==> config.mk <==
export PLATFORM = sky130hd
export DESIGN_NAME = exact_substring_search_top_flat
export DESIGN_NICKNAME = d
export VERILOG_FILES = /design/src/ess_pkg.sv /design/src/ess_stream_if.sv /design/src/ess_cell.sv /design/src/ess_out_fifo.sv /design/src/exact_substring_search_top.sv /design/src/flat_wrapper.sv
export SDC_FILE = /design/constraint.sdc
export NUM_CORES = 2
export LEC_CHECK = 0
export BUFFER_PORTS_ARGS = -buffer_cell sky130_fd_sc_hd__buf_2
export CORE_MARGIN = 8
export CORE_UTILIZATION = 55
export CTS_CLUSTER_SIZE = 12
export DETAILED_ROUTE_END_ITERATION = 10
export HOLD_SLACK_MARGIN = 0.1
export MAX_ROUTING_LAYER = met4
export PLACE_DENSITY = 0.83
export SLEW_MARGIN = 20
export SYNTH_ARGS = -nofsm -noshare
export SYNTH_HDL_FRONTEND = slang
export SYNTH_SLANG_ARGS = --single-unit
==> constraint.sdc <==
create_clock -name clk_i -period 7.89 [get_ports clk_i]
set_clock_uncertainty 0.1 [all_clocks]
set_input_delay 1.578 -clock clk_i [delete_from_list [all_inputs] [get_ports clk_i]]
set_output_delay 1.578 -clock clk_i [all_outputs]
set_load 0.1 [all_outputs]
==> src/ess_pkg.sv <==
`timescale 1ns / 1ps
// ----------------------------------------------------------------------------
// ess_pkg
// Types and constants shared by the exact substring search block.
// ----------------------------------------------------------------------------
package ess_pkg;

  localparam int unsigned MaxPattern = 64;
  localparam int unsigned IdxW       = $clog2(MaxPattern);
  localparam int unsigned LenW       = 7;
  localparam int unsigned PidxW      = 6;
  localparam int unsigned OffsetBits = 32;
  localparam int unsigned OutW       = 32;
  localparam int unsigned FifoDepth  = 3;
  localparam int unsigned FifoPtrW   = $clog2(FifoDepth);
  localparam int unsigned FifoCntW   = $clog2(FifoDepth + 1);

  localparam logic OpLoad     = 1'b0;
  localparam logic OpHaystack = 1'b1;

  typedef logic [7:0] byte_t;

  typedef struct packed {
    logic shift;
    logic clr;
    logic rot;
  } cell_ctrl_t;

  typedef struct packed {
    logic            found;
    logic [OutW-1:0] offset;
  } result_t;

endpackage

==> src/ess_stream_if.sv <==
`timescale 1ns / 1ps
// ----------------------------------------------------------------------------
// ess_stream_if
// Valid/ready channels for input items and result items.
// ----------------------------------------------------------------------------
interface ess_in_if;
  import ess_pkg::*;
  logic             valid;
  logic             ready;
  logic             op;
  logic [PidxW-1:0] pattern_index;
  logic [7:0]       data_byte;
  logic             last_byte;

  modport source (output valid, op, pattern_index, data_byte, last_byte, input ready);
  modport sink   (input valid, op, pattern_index, data_byte, last_byte, output ready);
endinterface

interface ess_out_if;
  import ess_pkg::*;
  logic            valid;
  logic            ready;
  logic            found;
  logic [OutW-1:0] match_offset;

  modport source (output valid, found, match_offset, input ready);
  modport sink   (input valid, found, match_offset, output ready);
endinterface

==> src/ess_cell.sv <==
`timescale 1ns / 1ps
// ----------------------------------------------------------------------------
// ess_cell
// One window position: haystack byte, aligned pattern byte and comparator.
// ----------------------------------------------------------------------------
module ess_cell (
  input  logic               clk_i,
  input  logic               rst_ni,
  input  ess_pkg::cell_ctrl_t ctrl_i,
  input  logic               load_sel_i,
  input  logic               cmp_en_i,
  input  ess_pkg::byte_t     win_in_i,
  input  ess_pkg::byte_t     pat_in_i,
  input  ess_pkg::byte_t     load_byte_i,
  output ess_pkg::byte_t     win_o,
  output ess_pkg::byte_t     pat_o,
  output logic               miss_o
);
  import ess_pkg::*;

  byte_t win_q, win_d;
  byte_t pat_q, pat_d;

  always_comb begin
    if (ctrl_i.shift) begin
      win_d = win_in_i;
    end else if (ctrl_i.clr) begin
      win_d = '0;
    end else begin
      win_d = win_q;
    end
  end

  always_comb begin
    if (ctrl_i.rot) begin
      pat_d = pat_in_i;
    end else if (load_sel_i) begin
      pat_d = load_byte_i;
    end else begin
      pat_d = pat_q;
    end
  end

  always_ff @(posedge clk_i or negedge rst_ni) begin
    if (!rst_ni) begin
      win_q <= '0;
    end else begin
      win_q <= win_d;
    end
  end

  always_ff @(posedge clk_i) begin
    pat_q <= pat_d;
  end

  assign win_o  = win_q;
  assign pat_o  = pat_q;
  assign miss_o = cmp_en_i && (win_q != pat_q);

endmodule

==> src/ess_out_fifo.sv <==
`timescale 1ns / 1ps
// ----------------------------------------------------------------------------
// ess_out_fifo
// Small result queue in front of the output channel.
// ----------------------------------------------------------------------------
module ess_out_fifo (
  input  logic                              clk_i,
  input  logic                              rst_ni,
  input  logic                              push_i,
  input  ess_pkg::result_t                  data_i,
  output logic [ess_pkg::FifoCntW-1:0]      cnt_o,
  ess_out_if.source                         out_o
);
  import ess_pkg::*;

  result_t               mem_q [FifoDepth];
  logic [FifoPtrW-1:0]   wr_q, wr_d;
  logic [FifoPtrW-1:0]   rd_q, rd_d;
  logic [FifoCntW-1:0]   cnt_q, cnt_d;
  logic                  pop;

  assign pop = out_o.valid && out_o.ready;

  always_comb begin
    wr_d  = wr_q;
    rd_d  = rd_q;
    cnt_d = cnt_q;
    if (push_i) begin
      wr_d = (wr_q == FifoPtrW'(FifoDepth - 1)) ? '0 : wr_q + FifoPtrW'(1);
    end
    if (pop) begin
      rd_d = (rd_q == FifoPtrW'(FifoDepth - 1)) ? '0 : rd_q + FifoPtrW'(1);
    end
    if (push_i && !pop) begin
      cnt_d = cnt_q + FifoCntW'(1);
    end else if (!push_i && pop) begin
      cnt_d = cnt_q - FifoCntW'(1);
    end
  end

  always_ff @(posedge clk_i or negedge rst_ni) begin
    if (!rst_ni) begin
      wr_q  <= '0;
      rd_q  <= '0;
      cnt_q <= '0;
    end else begin
      wr_q  <= wr_d;
      rd_q  <= rd_d;
      cnt_q <= cnt_d;
    end
  end

  always_ff @(posedge clk_i) begin
    if (push_i) begin
      mem_q[wr_q] <= data_i;
    end
  end

  assign cnt_o              = cnt_q;
  assign out_o.valid        = (cnt_q != '0);
  assign out_o.found        = mem_q[rd_q].found;
  assign out_o.match_offset = mem_q[rd_q].offset;

endmodule

==> src/exact_substring_search_top.sv <==
`timescale 1ns / 1ps
// ----------------------------------------------------------------------------
// exact_substring_search_top
// First exact match of a loaded pattern in a streamed haystack.
// ----------------------------------------------------------------------------
// Takes one item per cycle. A haystack byte is shifted into a row of 64 cells
// and compared against the pattern in the following cycle; its result, if
// any, is pushed into a three-item queue that feeds the output. The input
// is held off while that queue, counting a result still being evaluated, is
// full. Pattern bytes are kept in the cells rotated to suit the current
// pattern length: after a length write the ring turns one place per cycle
// until aligned, and the input is held off meanwhile.
// ----------------------------------------------------------------------------
module exact_substring_search_top (
  input  logic                      clk_i,
  input  logic                      rst_ni,
  input  logic                      cfg_we_i,
  input  logic [ess_pkg::LenW-1:0]  cfg_wdata_i,
  ess_in_if.sink                    in_i,
  ess_out_if.source                 out_o
);
  import ess_pkg::*;

  logic [LenW-1:0]       len_q, len_d, len_c;
  logic [IdxW-1:0]       align_q, align_d, target;
  logic [OffsetBits-1:0] bs_q, bs_d, bs_base, bs_inc;
  logic                  done_q, done_d;
  logic                  eval_q, ev_last_q;
  logic                  rot, acc, hay, ld, idx_ok;
  logic                  all_eq, hit, end_now, done_eff, shift, drop_end, clr;
  logic [IdxW:0]         addr_sum;
  logic [IdxW-1:0]       ld_addr;
  logic [FifoCntW-1:0]   fifo_cnt;
  logic [FifoCntW:0]     occ;
  logic [MaxPattern-1:0] miss;
  byte_t                 win   [MaxPattern];
  byte_t                 pat   [MaxPattern];
  cell_ctrl_t            ctrl;
  result_t               res;
  logic [OffsetBits-1:0] off;

  assign len_c  = (len_q > LenW'(MaxPattern)) ? LenW'(MaxPattern) : len_q;
  assign target = (len_c == LenW'(MaxPattern)) ? '0 : len_c[IdxW-1:0];
  assign rot    = (align_q != target);

  assign occ      = {1'b0, fifo_cnt} + (FifoCntW + 1)'(eval_q);
  assign in_i.ready = !rot && (occ < (FifoCntW + 1)'(FifoDepth));
  assign acc      = in_i.valid && in_i.ready;
  assign hay      = acc && (in_i.op == OpHaystack);
  assign ld       = acc && (in_i.op == OpLoad);

  assign all_eq   = ~|miss;
  assign hit      = eval_q && ((len_c == '0) ||
                    ((bs_q >= OffsetBits'(len_c)) && all_eq));
  assign end_now  = eval_q && ev_last_q;
  assign done_eff = !end_now && (done_q || hit);
  assign shift    = hay && !done_eff;
  assign drop_end = hay && done_eff && in_i.last_byte;
  assign clr      = end_now || drop_end;

  assign ctrl.shift = shift;
  assign ctrl.clr   = clr;
  assign ctrl.rot   = rot;

  assign bs_base = end_now ? '0 : bs_q;
  assign bs_inc  = (&bs_base) ? bs_base : bs_base + OffsetBits'(1);

  always_comb begin
    if (shift) begin
      bs_d = bs_inc;
    end else if (drop_end) begin
      bs_d = '0;
    end else begin
      bs_d = bs_base;
    end
  end

  always_comb begin
    if (clr) begin
      done_d = 1'b0;
    end else if (hit) begin
      done_d = 1'b1;
    end else begin
      done_d = done_q;
    end
  end

  always_comb begin
    len_d   = cfg_we_i ? cfg_wdata_i : len_q;
    align_d = align_q;
    if (rot) begin
      align_d = (align_q == IdxW'(MaxPattern - 1)) ? '0 : align_q + IdxW'(1);
    end
  end

  // pattern byte i sits in cell (i - align) mod depth
  assign idx_ok   = (int'(in_i.pattern_index) < MaxPattern);
  assign addr_sum = (IdxW + 1)'(in_i.pattern_index) + (IdxW + 1)'(MaxPattern)
                    - {1'b0, align_q};
  assign ld_addr  = (addr_sum >= (IdxW + 1)'(MaxPattern)) ?
                    IdxW'(addr_sum - (IdxW + 1)'(MaxPattern)) : addr_sum[IdxW-1:0];

  always_ff @(posedge clk_i or negedge rst_ni) begin
    if (!rst_ni) begin
      len_q   <= LenW'(1);
      align_q <= IdxW'(1);
      bs_q    <= '0;
      done_q  <= 1'b0;
      eval_q  <= 1'b0;
    end else begin
      len_q   <= len_d;
      align_q <= align_d;
      bs_q    <= bs_d;
      done_q  <= done_d;
      eval_q  <= shift;
    end
  end

  always_ff @(posedge clk_i) begin
    if (shift) begin
      ev_last_q <= in_i.last_byte;
    end
  end

  for (genvar j = 0; j < MaxPattern; j++) begin : g_cell
    byte_t win_in;
    logic  cmp_en, load_sel;

    if (j == MaxPattern - 1) begin : g_head
      assign win_in = in_i.data_byte;
    end else begin : g_body
      assign win_in = clr ? '0 : win[j+1];
    end

    assign cmp_en   = (LenW'(j) >= (LenW'(MaxPattern) - len_c));
    assign load_sel = ld && idx_ok && (ld_addr == IdxW'(j));

    ess_cell u_cell (
      .clk_i       (clk_i),
      .rst_ni      (rst_ni),
      .ctrl_i      (ctrl),
      .load_sel_i  (load_sel),
      .cmp_en_i    (cmp_en),
      .win_in_i    (win_in),
      .pat_in_i    (pat[(j + 1) % MaxPattern]),
      .load_byte_i (in_i.data_byte),
      .win_o       (win[j]),
      .pat_o       (pat[j]),
      .miss_o      (miss[j])
    );
  end

  assign off        = (hit && (len_c != '0)) ? bs_q - OffsetBits'(len_c) : '0;
  assign res.found  = hit;
  assign res.offset = OutW'(off);

  ess_out_fifo u_out_fifo (
    .clk_i  (clk_i),
    .rst_ni (rst_ni),
    .push_i (hit || end_now),
    .data_i (res),
    .cnt_o  (fifo_cnt),
    .out_o  (out_o)
  );

endmodule

==> src/flat_wrapper.sv <==
// flat-port wrapper written by rule: the top's interface ports become plain ports
module exact_substring_search_top_flat import ess_pkg::*;
  (clk_i, rst_ni, cfg_we_i, cfg_wdata_i, in_i_valid, in_i_op, in_i_pattern_index, in_i_data_byte, in_i_last_byte, in_i_ready, out_o_valid, out_o_found, out_o_match_offset, out_o_ready);
  ess_in_if in_i_i ();
  ess_out_if out_o_i ();
  input  logic clk_i;
  input  logic rst_ni;
  input  logic cfg_we_i;
  input  logic [ess_pkg::LenW-1:0] cfg_wdata_i;
  input wire logic [$bits(in_i_i.valid)-1:0] in_i_valid;
  input wire logic [$bits(in_i_i.op)-1:0] in_i_op;
  input wire logic [$bits(in_i_i.pattern_index)-1:0] in_i_pattern_index;
  input wire logic [$bits(in_i_i.data_byte)-1:0] in_i_data_byte;
  input wire logic [$bits(in_i_i.last_byte)-1:0] in_i_last_byte;
  output wire logic [$bits(in_i_i.ready)-1:0] in_i_ready;
  output wire logic [$bits(out_o_i.valid)-1:0] out_o_valid;
  output wire logic [$bits(out_o_i.found)-1:0] out_o_found;
  output wire logic [$bits(out_o_i.match_offset)-1:0] out_o_match_offset;
  input wire logic [$bits(out_o_i.ready)-1:0] out_o_ready;
  assign in_i_i.valid = in_i_valid;
  assign in_i_i.op = in_i_op;
  assign in_i_i.pattern_index = in_i_pattern_index;
  assign in_i_i.data_byte = in_i_data_byte;
  assign in_i_i.last_byte = in_i_last_byte;
  assign in_i_ready = in_i_i.ready;
  assign out_o_valid = out_o_i.valid;
  assign out_o_found = out_o_i.found;
  assign out_o_match_offset = out_o_i.match_offset;
  assign out_o_i.ready = out_o_ready;
  exact_substring_search_top u_core (.clk_i(clk_i), .rst_ni(rst_ni), .cfg_we_i(cfg_we_i), .cfg_wdata_i(cfg_wdata_i), .in_i(in_i_i), .out_o(out_o_i));
endmodule
==> flow_summary.ini <==
[run_status]
outcome = complete, no violations

[logic_synthesis]
syn-cell-area_um2 = 55000
synth_top_cell_area_share_pct = 33.42
ys_seq_area_share_pct = 59.13
ys_top_cells_by_area = edfxtp_1 33%, dfrtp_1 26%, nand2_1 7.8%
syn_avg_cell_area_um2 = 10.72
synth.distinct_cells = 74
synth_area_leader_cell = edfxtp_1
synth-edff-count = 612
ys_ff_latch = 1177
syn_inst = 5131
ys_warn_count = 0
synth_flop_cell = edfxtp_1
synth_nets = 5182
async_flop_share_pct = 48.00

[clocking]
cts_root_buffer = clkbuf_16
clock-sinks = 1177
cts_setup_buffers = 0
cts_resized = 0
clk_path_buf_depth = 3
clk_pin_slew_ps = 70
cts_buffers = 117
hold_buffers = 0
clk_latency_ps = 730
cts_tree = built
h-tree-depth = 3

[die]
coreArea_um2 = 99570
die_w_um = 332.2
start_util_pct = 55.24
die_area_um2 = 110400
pin_count = 63
rows = 116
die-height_um = 332.2

[setup_path]
crit-reg2reg-launch = u_core.len_q[6]
slowest_stage = or4b_1
critical_path_arrival_ps = 7050
setup.worst_path.class = flop to flop
r2r_end = u_core.u_out_fifo.mem_q[1][3]
worst_path_largest_cell_delay_ps = 700
path_buf_inv = 2
cp-start-kind = flop
worstPathCellList = buf_4 > clkinv_1 > nand2_1 > ha_1 > nor3b_2 > o211a_2 > or4b_1 > a311oi_2 > o211ai_1 > a2111oi_2 > and4_1 > nand4_1 > or2_2 > nor3_1
crit_required_ps = 8200
crit_family = simple AND/OR/NAND/NOR gates
r2r_setup_slack_ps = 1160
r2r_cells = 14
cp_max_fo = 32
cp-end-kind = flop

[layout]
layout_common_cells = 1143 x nand2_1, 612 x edfxtp_1, 563 x a21oi_1, 561 x dfrtp_1, 522 x a21o_1
area_growth_pct = 8.991
fin_util_pct = 60.20
multi_input_area_um2 = 20890
n_fill_cell = 7554
final_common_cell = nand2_1
drive_gt1_share_pct = 6.630
seq_area_um2 = 32520
nNetsFinal = 5076

[min_path]
hold_path_end = u_core.done_q
min-delay-path-class = flop to flop
hold_depth = 1
holdCritStartpoint = u_core.done_q

[pwr]
irDropWorstVdd_v = 0.0003068
power_density_nw_per_um2 = 342.1
p_leak_nw = 26.29

[grt]
grt_overflow = 0
grt_max_degree = 218
antenna_found_initial = 1
grt_first_pass_wirelength_um = 231600
grt_util_all_layers_pct = 26.97
grt_pass1_vias = 39550

[placed_design]
dpl.hpwl_um = 93830
portBuffers = 62
gp_congestion = 0.9784

[routing]
antenna_left = 0
drc = 0
wl_per_cell_um = 23.42
dr.pass1.iters = 6
viasPerCell = 6.291
wl_um = 150500
drtIter0Drc = 5688
dr_total_vias = 40440

[sta]
finalMaxSlewViolations = 0
hold_slack_ps = 398.4
max_freq_mhz = 148.5
worst_slew_pin_slew_ps = 1192
rsz0062_at_grt = false
slew_headroom_pct = 20.56
finalCritPeriodShare_pct = 85.35
hold_violations = 0
setup_viol = 0
finalSetupTns_ps = 0
fin_crit_ps = 6734

[flow_run]
drv_cap = 0
-- Yosys cell counts (all sizes together) (21+ instances only) --
cell / instances
mux2i: 34
ha: 21
clkbuf: 219
inv: 48
dfrtp: 563
nor2: 88
nor3: 30
xor2: 308
edfxtp: 612
a21o: 522
xnor2: 253
o22ai: 23
nand4: 83
a21oi: 563
o21ai: 164
nor4: 81
buf: 135
nand3: 32
nand2: 1143
-- logic make-up (layout without fill, tap and decap cells) --
family	Yosys count	in the layout	synth area share [%]
compound gates	1371	1371	15.50
xor+xnor	561	561	8.934
fa+ha+maj	23	23	0.5505
buf+inv	403	400	3.017
flops	1177	1177	59.13
mux	42	42	0.7826
other cells	0	2	0
simple gates	1554	1554	12.09
-- per-stage QoR --
step / std cells / power, mW / instance area (um2) / setup WS (ps)
after floorplan: 5131 / 13.47 / 55000 / 1139
after global placement: 6202 / 14.87 / 56240 / 1375
after detailed placement: 6203 / 15.02 / 56260 / 1347
after CTS: 6425 / 20.42 / 59920 / 1297
after global routing: 6426 / 21.21 / 59940 / 976.5
final: 6428 / 20.50 / 59940 / 1156
-- worst max-delay path by stage --
stage | from | to | slack [ps] | depth (start not counted)
finish | u_core.len_q[6] | u_core.u_out_fifo.mem_q[1][3] | 1160 | 14
global route | u_core.len_q[6] | u_core.u_out_fifo.mem_q[1][3] | 980 | 14
CTS | u_core.len_q[6] | u_core.u_out_fifo.mem_q[1][3] | 1300 | 14
detailed placement | u_core.len_q[6] | u_core.u_out_fifo.mem_q[1][3] | 1350 | 14
global placement | u_core.len_q[6] | u_core.u_out_fifo.mem_q[0][3] | 1380 | 14
floorplan | u_core.len_q[0] | u_core.u_out_fifo.mem_q[2][0] | 1140 | 16
-- area by class of cell --
class	instances	share of cell area (%)
multi-input combinational	3551	34.85
clock inverter	20	0.3068
inverter	49	0.3068
clock buffer	202	5.805
antenna	2	0.008349
timing repair buffer	129	1.755
tap	1298	2.709
sequential	1177	54.25
-- registers in the layout, indices dropped and copies added, names as in the netlist, 6 cells and up --
signal,count
u_core.u_out_fifo.mem_q,99
u_core.g_cell.u_cell.pat_o,512
u_core.len_q,7
u_core.bs_q,32
u_core.g_cell.u_cell.win_o,512
u_core.align_q,6
-- report_power, final --
group	internal, mW	switching, mW
sequential	8.55	1.31
clock	2.99	2.38
combinational	2.13	3.15
total	13.7	6.83
-- routing by layer --
| metal | wire length (um) | track usage, % | vias to the layer above | part of all wire (%) |
|---|---|---|---|---|
| met2 | 70550 | 41.52 | 2162 | 47 |
| li1 | - | - | 17670 | - |
| met4 | 5929 | 10.38 | 0 | 3.9 |
| met3 | 12770 | 4.105 | 385 | 8.5 |
| met1 | 61300 | 36.32 | 20230 | 41 |
| met5 | 0 | - | - | 0 |
No activity file was read; power rests on OpenSTA's default activity.
